--- src/lsfc_pkg.sv ---
// Shared constants of the line sensor frame centroid core.
package lsfc_pkg;

   localparam logic [7:0] HDR_FIRST  = 8'h55;
   localparam logic [7:0] HDR_SECOND = 8'hAA;
   localparam logic [7:0] CMD_ANALOG = 8'h02;

   localparam int CNT_W = 5;   // black channel count, up to 16

   typedef logic [1:0] status_type;
   localparam status_type ST_GOOD = 2'd0;
   localparam status_type ST_BAD  = 2'd1;
   localparam status_type ST_OVER = 2'd2;

   typedef logic [2:0] csr_addr_type;
   localparam csr_addr_type CSR_THRESHOLD = 3'd0;
   localparam csr_addr_type CSR_BLACK_HI  = 3'd1;
   localparam csr_addr_type CSR_REVERSE   = 3'd2;
   localparam csr_addr_type CSR_ANALOG    = 3'd3;
   localparam csr_addr_type CSR_WEIGHTS_L = 3'd4;
   localparam csr_addr_type CSR_WEIGHTS_H = 3'd5;

   typedef struct packed {
      logic [15:0] threshold;
      logic        black_hi;
      logic        reverse;
      logic        analog;
      logic [63:0] weights_l;
      logic [63:0] weights_h;
   } cfg_type;

endpackage

--- src/lsfc_front.sv ---
// Frame parser: header hunt, length check, checksum, payload capture.
module lsfc_front #(
   parameter int CHANNELS    = 8,
   parameter int MAX_PAYLOAD = 16
) (
   input  logic                        clock,
   input  logic                        reset,
   input  logic                        byte_valid,
   input  logic [7:0]                  byte_data,
   output logic                        job_push,
   output lsfc_pkg::status_type        job_status,
   output logic [CHANNELS*16-1:0]      job_samples
);
   import lsfc_pkg::*;

   localparam int OFF_W = $clog2(MAX_PAYLOAD + 6);
   localparam int PAY_W = CHANNELS * 16;

   logic [OFF_W-1:0] offset_ff, offset_in;
   logic [7:0]       cmd_ff, cmd_in;
   logic [7:0]       len_ff, len_in;
   logic [7:0]       sum_ff, sum_in;
   logic [PAY_W-1:0] pay_ff, pay_in;
   logic             last_byte;

   assign last_byte = ({1'b0, len_ff} + 9'd4) == 9'(offset_ff);
   assign job_samples = pay_ff;

   always_comb begin
      offset_in  = offset_ff;
      cmd_in     = cmd_ff;
      len_in     = len_ff;
      sum_in     = sum_ff;
      pay_in     = pay_ff;
      job_push   = 1'b0;
      job_status = ST_GOOD;
      if (byte_valid) begin
         if (offset_ff == '0) begin
            if (byte_data == HDR_FIRST) offset_in = OFF_W'(1);
         end else if (offset_ff == OFF_W'(1)) begin
            if (byte_data == HDR_SECOND) offset_in = OFF_W'(2);
            else if (byte_data != HDR_FIRST) offset_in = '0;
         end else if (offset_ff == OFF_W'(2)) begin
            cmd_in    = byte_data;
            sum_in    = byte_data;
            offset_in = OFF_W'(3);
         end else if (offset_ff == OFF_W'(3)) begin
            len_in = byte_data;
            sum_in = sum_ff + byte_data;
            if ({1'b0, byte_data} > 9'(MAX_PAYLOAD)) begin
               job_push   = 1'b1;
               job_status = ST_OVER;
               offset_in  = '0;
            end else begin
               offset_in = OFF_W'(4);
            end
         end else if (last_byte) begin
            // checksum byte closes the frame
            job_push  = 1'b1;
            offset_in = '0;
            if (cmd_ff == CMD_ANALOG && {1'b0, len_ff} == 9'(2 * CHANNELS) &&
                ~sum_ff == byte_data)
               job_status = ST_GOOD;
            else
               job_status = ST_BAD;
         end else begin
            sum_in    = sum_ff + byte_data;
            pay_in    = {byte_data, pay_ff[PAY_W-1:8]};
            offset_in = offset_ff + OFF_W'(1);
         end
      end
   end

   always_ff @(posedge clock) begin
      if (reset) begin
         offset_ff <= '0;
      end else begin
         offset_ff <= offset_in;
      end
      cmd_ff <= cmd_in;
      len_ff <= len_in;
      sum_ff <= sum_in;
      pay_ff <= pay_in;
   end

endmodule

--- src/lsfc_queue.sv ---
// Two-entry job queue between parser and position engine.
module lsfc_queue #(
   parameter int WIDTH = 130
) (
   input  logic             clock,
   input  logic             reset,
   input  logic             push,
   input  logic [WIDTH-1:0] push_data,
   output logic             full,
   input  logic             pop,
   output logic             not_empty,
   output logic [WIDTH-1:0] pop_data
);
   logic [WIDTH-1:0] mem_ff [2];
   logic             wr_ff, wr_in;
   logic             rd_ff, rd_in;
   logic [1:0]       cnt_ff, cnt_in;

   assign full      = cnt_ff == 2'd2;
   assign not_empty = cnt_ff != 2'd0;
   assign pop_data  = mem_ff[rd_ff];

   always_comb begin
      wr_in  = push ? ~wr_ff : wr_ff;
      rd_in  = pop ? ~rd_ff : rd_ff;
      cnt_in = cnt_ff + 2'(push) - 2'(pop);
   end

   always_ff @(posedge clock) begin
      if (reset) begin
         wr_ff  <= 1'b0;
         rd_ff  <= 1'b0;
         cnt_ff <= 2'd0;
      end else begin
         wr_ff  <= wr_in;
         rd_ff  <= rd_in;
         cnt_ff <= cnt_in;
      end
      if (push) mem_ff[wr_ff] <= push_data;
   end

endmodule

--- src/lsfc_back.sv ---
// Position engine: per-channel accumulate, serial divide, result register.
module lsfc_back #(
   parameter int CHANNELS = 8
) (
   input  logic                   clock,
   input  logic                   reset,
   input  lsfc_pkg::cfg_type      cfg,
   input  logic                   job_valid,
   input  lsfc_pkg::status_type   job_status,
   input  logic [CHANNELS*16-1:0] job_samples,
   output logic                   job_pop,
   output logic                   out_valid,
   input  logic                   out_ready,
   output lsfc_pkg::status_type   out_status,
   output logic [60:0]            out_data
);
   import lsfc_pkg::*;

   localparam int TOT_W = 16 + $clog2(CHANNELS);
   localparam int WS_W  = 32 + $clog2(CHANNELS);
   localparam int IDX_W = (CHANNELS > 1) ? $clog2(CHANNELS) : 1;
   localparam int DC_W  = $clog2(WS_W + 1);

   localparam logic [2:0] S_IDLE = 3'd0;
   localparam logic [2:0] S_ACC  = 3'd1;
   localparam logic [2:0] S_PREP = 3'd2;
   localparam logic [2:0] S_DIV  = 3'd3;
   localparam logic [2:0] S_OUT  = 3'd4;

   logic [2:0]          state_ff, state_in;
   logic [15:0]         samp_ff [CHANNELS];
   status_type          status_ff, status_in;
   logic [4:0]          k_ff, k_in;
   logic [7:0]          mask_ff, mask_in;
   logic [CNT_W-1:0]    count_ff, count_in;
   logic [TOT_W-1:0]    total_ff, total_in;
   logic [15:0]         peak_ff, peak_in;
   logic signed [31:0]  prod_ff, prod_in;
   logic signed [WS_W-1:0] wsum_ff, wsum_in;
   logic                lost_ff, lost_in;
   logic                neg_ff, neg_in;
   logic [TOT_W-1:0]    den_ff, den_in;
   logic [TOT_W:0]      rem_ff, rem_in;
   logic [WS_W-1:0]     quo_ff, quo_in;
   logic [DC_W-1:0]     dcnt_ff, dcnt_in;
   logic [15:0]         held_ff, held_in;
   logic                ovalid_ff, ovalid_in;
   status_type          ostat_ff, ostat_in;
   logic [60:0]         odata_ff, odata_in;

   logic [4:0]          phys;
   logic [15:0]         s_k;
   logic signed [15:0]  w_k;
   logic                blk;
   logic [127:0]        wall;
   logic [TOT_W-1:0]    den_c;
   logic [TOT_W:0]      trial;
   logic [15:0]         pos_abs;
   logic [15:0]         tot_sat;
   logic [15:0]         peak_o;

   assign wall = {cfg.weights_h, cfg.weights_l};

   always_comb begin
      phys = cfg.reverse ? 5'(CHANNELS - 1) - k_ff : k_ff;
      s_k  = samp_ff[phys[IDX_W-1:0]];
      w_k  = (k_ff < 5'd8) ? $signed(wall[{k_ff[2:0], 4'd0} +: 16]) : 16'sd0;
      blk  = cfg.black_hi ? (s_k > cfg.threshold) : (s_k < cfg.threshold);
      den_c = cfg.analog ? total_ff : TOT_W'(count_ff);
      trial = {rem_ff[TOT_W-1:0], quo_ff[WS_W-1]};
      pos_abs = quo_ff[15:0];
      tot_sat = ({1'b0, total_ff} > (TOT_W + 1)'(65535)) ? 16'hFFFF : 16'(total_ff);
      peak_o  = peak_ff;
   end

   always_comb begin
      state_in  = state_ff;
      status_in = status_ff;
      k_in      = k_ff;
      mask_in   = mask_ff;
      count_in  = count_ff;
      total_in  = total_ff;
      peak_in   = peak_ff;
      prod_in   = prod_ff;
      wsum_in   = wsum_ff;
      lost_in   = lost_ff;
      neg_in    = neg_ff;
      den_in    = den_ff;
      rem_in    = rem_ff;
      quo_in    = quo_ff;
      dcnt_in   = dcnt_ff;
      held_in   = held_ff;
      ovalid_in = ovalid_ff & ~out_ready;
      ostat_in  = ostat_ff;
      odata_in  = odata_ff;
      job_pop   = 1'b0;
      case (state_ff)
         S_IDLE: begin
            if (job_valid) begin
               job_pop   = 1'b1;
               status_in = job_status;
               k_in      = '0;
               mask_in   = '0;
               count_in  = '0;
               total_in  = '0;
               peak_in   = '0;
               prod_in   = '0;
               wsum_in   = '0;
               lost_in   = 1'b0;
               state_in  = (job_status == ST_GOOD) ? S_ACC : S_OUT;
            end
         end
         S_ACC: begin
            // product of channel k is registered, added in the next cycle
            if (k_ff != '0) wsum_in = wsum_ff + WS_W'(prod_ff);
            if (k_ff == 5'(CHANNELS)) begin
               state_in = S_PREP;
            end else begin
               if (blk) begin
                  if (k_ff < 5'd8) mask_in[k_ff[2:0]] = 1'b1;
                  count_in = count_ff + CNT_W'(1);
               end
               total_in = total_ff + TOT_W'(s_k);
               if (s_k > peak_ff) peak_in = s_k;
               if (cfg.analog)
                  prod_in = $signed(32'(w_k)) * $signed(32'({1'b0, s_k}));
               else
                  prod_in = blk ? 32'(w_k) : 32'sd0;
               k_in = k_ff + 5'd1;
            end
         end
         S_PREP: begin
            den_in  = den_c;
            lost_in = den_c == '0;
            neg_in  = wsum_ff < 0;
            quo_in  = (wsum_ff < 0) ? WS_W'(-wsum_ff) : WS_W'(wsum_ff);
            rem_in  = '0;
            dcnt_in = '0;
            state_in = (den_c == '0) ? S_OUT : S_DIV;
         end
         S_DIV: begin
            if (dcnt_ff == DC_W'(WS_W)) begin
               held_in  = neg_ff ? 16'(-pos_abs) : pos_abs;
               state_in = S_OUT;
            end else begin
               if (trial >= {1'b0, den_ff}) begin
                  rem_in = trial - {1'b0, den_ff};
                  quo_in = {quo_ff[WS_W-2:0], 1'b1};
               end else begin
                  rem_in = trial;
                  quo_in = {quo_ff[WS_W-2:0], 1'b0};
               end
               dcnt_in = dcnt_ff + DC_W'(1);
            end
         end
         S_OUT: begin
            if (!ovalid_ff || out_ready) begin
               ovalid_in = 1'b1;
               ostat_in  = status_ff;
               if (status_ff != ST_GOOD)
                  odata_in = {45'd0, held_ff};
               else if (cfg.analog)
                  odata_in = {peak_o, tot_sat, count_ff[3:0], mask_ff, lost_ff, held_ff};
               else
                  odata_in = {16'(count_ff != '0), 16'(count_ff), count_ff[3:0], mask_ff,
                              lost_ff, held_ff};
               state_in = S_IDLE;
            end
         end
         default: state_in = S_IDLE;
      endcase
   end

   assign out_valid  = ovalid_ff;
   assign out_status = ostat_ff;
   assign out_data   = odata_ff;

   always_ff @(posedge clock) begin
      if (reset) begin
         state_ff  <= S_IDLE;
         ovalid_ff <= 1'b0;
         held_ff   <= '0;
      end else begin
         state_ff  <= state_in;
         ovalid_ff <= ovalid_in;
         held_ff   <= held_in;
      end
      if (job_pop) begin
         for (int i = 0; i < CHANNELS; i++) samp_ff[i] <= job_samples[16*i +: 16];
      end
      status_ff <= status_in;
      k_ff      <= k_in;
      mask_ff   <= mask_in;
      count_ff  <= count_in;
      total_ff  <= total_in;
      peak_ff   <= peak_in;
      prod_ff   <= prod_in;
      wsum_ff   <= wsum_in;
      lost_ff   <= lost_in;
      neg_ff    <= neg_in;
      den_ff    <= den_in;
      rem_ff    <= rem_in;
      quo_ff    <= quo_in;
      dcnt_ff   <= dcnt_in;
      ostat_ff  <= ostat_in;
      odata_ff  <= odata_in;
   end

endmodule

--- src/line_sensor_frame_centroid_core.sv ---
// Top level of the line sensor frame centroid core.
// Takes the reply bytes of a line sensor one beat at a time, finds 55 AA framed
// replies, checks command, length and inverted-sum checksum, and at each frame
// end returns one result beat: a status (good, bad, or length over limit as
// soon as the length byte arrives), the line position (held when the line is
// lost or the frame is bad), the black mask, the black count and the strengths.
// Bytes are accepted one per cycle while the two-entry job queue has room; any
// byte stalls while both entries are taken. A good frame passes through the
// engine's steps in order: taking the job, accumulation through one
// multiplier, setting up the divide, the bit-serial divider (skipped when the
// line is lost) and loading the result register; a bad frame goes from taking
// the job straight to the result register. Configuration writes are taken any
// cycle, one per beat.
module line_sensor_frame_centroid_core #(
   parameter int CHANNELS    = 8,
   parameter int MAX_PAYLOAD = 16
) (
   input  logic                  clock,
   input  logic                  reset,
   input  logic                  req_tvalid,
   output logic                  req_tready,
   input  logic [7:0]            req_tdata,   // rx_byte
   output logic                  rsp_tvalid,
   input  logic                  rsp_tready,
   output logic [63:0]           rsp_tdata,   // position, lost flag, mask of black
                                              // channels, black count, sample sum,
                                              // largest sample (both in analog mode), zero pad
   output lsfc_pkg::status_type  rsp_tuser,   // frame_status
   input  logic                  csr_we,
   input  lsfc_pkg::csr_addr_type csr_addr,
   input  logic [63:0]           csr_wdata
);
   import lsfc_pkg::*;

   localparam int JOB_W = 2 + CHANNELS * 16;

   cfg_type cfg_ff, cfg_in;

   logic                   q_full, q_nempty, q_pop, f_push;
   status_type             f_status;
   logic [CHANNELS*16-1:0] f_samples;
   logic [JOB_W-1:0]       q_out;
   logic [60:0]            b_data;

   // configuration registers
   always_comb begin
      cfg_in = cfg_ff;
      if (csr_we) begin
         case (csr_addr)
            CSR_THRESHOLD: cfg_in.threshold = csr_wdata[15:0];
            CSR_BLACK_HI:  cfg_in.black_hi  = csr_wdata[0];
            CSR_REVERSE:   cfg_in.reverse   = csr_wdata[0];
            CSR_ANALOG:    cfg_in.analog    = csr_wdata[0];
            CSR_WEIGHTS_L: cfg_in.weights_l = csr_wdata;
            CSR_WEIGHTS_H: cfg_in.weights_h = csr_wdata;
            default:       cfg_in = cfg_ff;
         endcase
      end
   end

   always_ff @(posedge clock) begin
      if (reset) begin
         cfg_ff.threshold <= 16'd2048;
         cfg_ff.black_hi  <= 1'b1;
         cfg_ff.reverse   <= 1'b0;
         cfg_ff.analog    <= 1'b1;
         cfg_ff.weights_l <= '0;
         cfg_ff.weights_h <= '0;
      end else begin
         cfg_ff <= cfg_in;
      end
   end

   // bytes stall only while the job queue holds two frames
   assign req_tready = ~q_full;

   lsfc_front #(.CHANNELS(CHANNELS), .MAX_PAYLOAD(MAX_PAYLOAD)) u_front (
      .clock       (clock),
      .reset       (reset),
      .byte_valid  (req_tvalid & req_tready),
      .byte_data   (req_tdata),
      .job_push    (f_push),
      .job_status  (f_status),
      .job_samples (f_samples)
   );

   lsfc_queue #(.WIDTH(JOB_W)) u_queue (
      .clock     (clock),
      .reset     (reset),
      .push      (f_push),
      .push_data ({f_samples, f_status}),
      .full      (q_full),
      .pop       (q_pop),
      .not_empty (q_nempty),
      .pop_data  (q_out)
   );

   lsfc_back #(.CHANNELS(CHANNELS)) u_back (
      .clock       (clock),
      .reset       (reset),
      .cfg         (cfg_ff),
      .job_valid   (q_nempty),
      .job_status  (q_out[1:0]),
      .job_samples (q_out[JOB_W-1:2]),
      .job_pop     (q_pop),
      .out_valid   (rsp_tvalid),
      .out_ready   (rsp_tready),
      .out_status  (rsp_tuser),
      .out_data    (b_data)
   );

   assign rsp_tdata = {3'd0, b_data};

endmodule

--- config.mk ---
export PLATFORM = sky130hd
export DESIGN_NAME = line_sensor_frame_centroid_core
export DESIGN_NICKNAME = d
export VERILOG_FILES = /design/src/lsfc_pkg.sv /design/src/lsfc_front.sv /design/src/lsfc_queue.sv /design/src/lsfc_back.sv /design/src/line_sensor_frame_centroid_core.sv
export SDC_FILE = /design/constraint.sdc
export NUM_CORES = 2
export LEC_CHECK = 0
export ABC_AREA = 1
export BUFFER_PORTS_ARGS = -buffer_cell sky130_fd_sc_hd__buf_2
export CAP_MARGIN = 20
export CORE_AREA = 2 2 375 377
export DETAILED_ROUTE_END_ITERATION = 7
export DIE_AREA = 0 0 377 379
export PLACE_DENSITY = 0.51
export SYNTH_ARGS = -nofsm -noshare
export SYNTH_HDL_FRONTEND = slang
export SYNTH_HIERARCHICAL = 1
export SYNTH_SLANG_ARGS = --single-unit
--- constraint.sdc ---
create_clock -name clock -period 16.8 [get_ports clock]
set_clock_uncertainty 0.2 [all_clocks]
set_input_delay 3.36 -clock clock [delete_from_list [all_inputs] [get_ports clock]]
set_output_delay 3.36 -clock clock [all_outputs]
set_load 0.1 [all_outputs]
==> impl_metrics.yaml <==
outcome:
  status: "finished clean"
synthesis:
  synth_edf_count: 806
  synth_seq_cells: 983
  synth_ff_type: "edfxtp_1"
  synth_area_um2: 55200
  synth.distinct_cells: 55
  synth_warnings: 6
  synthCells: 5965
  synthArstFlopShare: 0
  synth-seq-area-share: 0.503
  avgSynthCellArea_um2: 9.25
route:
  wl_mm: 149
  met3_length_mm: 6.57
  drcViolationCount: 0
  ant_nets: 0
  drt_iter0_markers: 2791
  first_pass_iters: 6
  top_layer: "met4"
  route.met2.wl_mm: 68.7
  vias_per_cell: 5.01
  via_count: 40000
  wire_per_inst_um: 18.7
  drt-met1-wl_mm: 69.7
final_layout:
  nFillCells: 13600
  design_area_um2: 61100
  diodes: 0
  final_cell_mix: "1463 x nand2_1, 814 x nor2_1, 806 x edfxtp_1"
  area_growth_syn_to_layout_pct: 10.7
  finalNetCount: 6595
  layout_commonest_cell: "nand2_1"
  utilization: 0.440
  drive_gt1_frac: 0.0933
clock_tree:
  cts_buffer_depth: 3
  clockRootBuffer: "clkbuf_16"
  cts.sinks: 983
  htree_levels: 3
  cts.clk_slew.worst_paths_ns: 0.06
  cts_setup_buffers: 0
  cts_hold_buf: 0
  clk_latency_ns: 0.75
  post_cts_resized: 0
  numCtsBuffers: 107
  cts_tree: "done"
worst_setup_path:
  crit_type: "register to register"
  max_stage_delay_ns: 0.65
  critPathRequiredTime_ns: 17.05
  reg2regPathDepth: 32
  reg2reg_from: "u_back/k_ff[1]$_SDFFCE_PN0P_"
  crit_path_max_fanout: 33
  r2r_end: "u_back/prod_ff[31]$_SDFFCE_PN0P_"
  setup.worst_path.end: "u_back/prod_ff[31]$_SDFFCE_PN0P_"
  worst_path_most_repeated_cell: "inv_1"
  slowest_stage: "clkinv_2"
  endpoint_kind: "register"
  rrSetupSlack_ns: 8.12
  startpoint: "u_back/k_ff[1]$_SDFFCE_PN0P_"
  cp.arrival_ns: 8.93
  crit_path_start_kind: "register"
flow_run:
  drv_cap: 0
floorplan:
  num_rows: 137
  pin_count: 148
  start_util: 0.397
  fp.dieW_um: 377
  core_um2: 139000
  die_y_um: 379
  dieArea_um2: 143000
placed_design:
  portBuffers: 144
  hpwl_mm: 105
  place_area_um2: 57600
  place.gp.congestion: 0.924
global_routing:
  first_global_vias: 39800
  grt_max_degree: 89
  grtUsageTotal: 0.211
  grt_pass1_wl_mm: 233
  gr-total-overflow: 0
  antenna_found_initial: 0
power:
  leakage_nw: 26.1
  irDropWorstVdd_mv: 0.108
  power.density_nw_per_um2: 175
  power_mw: 10.7
timing:
  whs_ns: 0.230
  finalHoldViolations: 0
  fin_crit_ns: 8.68
  finalSetupTns_ns: 0
  period_share: 0.517
  finalMaxSlewViolations: 0
  timing.fmax_ghz: 0.115
  relSlewSlack: 0.301
  tightest_slew_ns: 1.05
  grt_setup_unrepaired: "false"
  finalSetupViolations: 0
worst_hold_path:
  worstHoldStart: "u_back/held_ff[0]$_SDFFE_PP0P_"
  hp-class: "register to register"
-- Yosys cell counts, types with 32 or more instances --
library cell  instances  share of area
nand3_1             426          0.039
mux2_2              130          0.027
nor2_1              820          0.056
dfxtp_1             177          0.064
ha_1                240          0.054
edfxtp_1            806           0.44
xor2_1               32         0.0051
buf_2                94         0.0085
o21ai_0             184          0.017
nand2_1            1464           0.10
fa_1                198          0.072
clkbuf_1             49         0.0033
a21oi_1             243          0.022
nor3_1               32         0.0029
inv_1               802          0.055
nand4_1              51         0.0058
-- worst max-delay path: cells and delay by family (launching register included) --
family | cells | cell delay (ns)
flops | 1 | 0.32
fa+ha+maj | 7 | 3.45
xor+xnor | 1 | 0.17
buf+inv | 11 | 2.38
simple gates | 11 | 1.34
compound gates | 2 | 0.44
-- final cells by class --
class | instances | area, um^2 | share of cell area
Inverter | 825 | 3110 | 0.0510
Tap cell | 1807 | 2260 | 0.0370
Clock inverter | 57 | 536 | 0.00876
Timing Repair Buffer | 193 | 1090 | 0.0178
Clock buffer | 141 | 2990 | 0.0489
Multi-Input combinational cell | 3967 | 23400 | 0.383
Sequential cell | 983 | 27800 | 0.454
-- per-stage QoR --
| stage | setup WS (ns) | cells |
|---|---|---|
| 6_report | 8.12 | 7973 |
| 5_1_grt | 7.56 | 7973 |
| 4_1_cts | 8.11 | 7973 |
| 3_5_place_dp | 8.16 | 7775 |
| 3_3_place_gp | 8.21 | 7775 |
| 2_1_floorplan | 5.99 | 5967 |
-- kinds of logic after synthesis --
group,after synthesis,synth area share
buffers and inverters,1017,0.0755
other,1,0.0000679
adders and majority gates,438,0.126
muxes,130,0.0265
DFF,983,0.503
xor gates and xnor gates,50,0.00841
AOI/OAI and AO/OA,502,0.0505
and+or+nand+nor,2844,0.210
-- how the worst min path moves through the flow --
stage / to / slack [ns] / cells past startpoint
final: u_back/out_data[0]$_DFFE_PP_ / 0.23 / 0
after CTS: u_back/out_data[11]$_DFFE_PP_ / 0.23 / 0
after detailed placement: u_back/out_data[11]$_DFFE_PP_ / 0.22 / 0
after global placement: u_back/out_data[5]$_DFFE_PP_ / 0.21 / 0
after global routing: u_back/out_data[9]$_DFFE_PP_ / 0.25 / 0
after floorplan: u_back/out_data[10]$_DFFE_PP_ / 0.20 / 0
-- layer usage --
layer,vias to the layer above,track usage
met3,210,0.0268
met1,19200,0.294
met2,885,0.345
li1,19600,-
met5,-,0
met4,0,0.0603
-- where the power goes --
| group | leakage [nW] | switching (mW) | internal [mW] |
|---|---|---|---|
| clock network | 1.72 | 1.01 | 1.33 |
| registers | 8.87 | 0.329 | 3.45 |
| logic | 15.5 | 3.33 | 1.27 |
-- registers in the layout, summed over array words and instances, names as in the netlist, 32 cells and up, named ones only --
register,cells
u_queue/mem_ff,260
cfg_ff,147
u_back/samp_ff,128
u_front/job_samples,128
u_back/out_data,61
u_back/quo_ff,35
u_back/wsum_ff,35
u_back/prod_ff,32
Power figures use the tool's default switching activity.
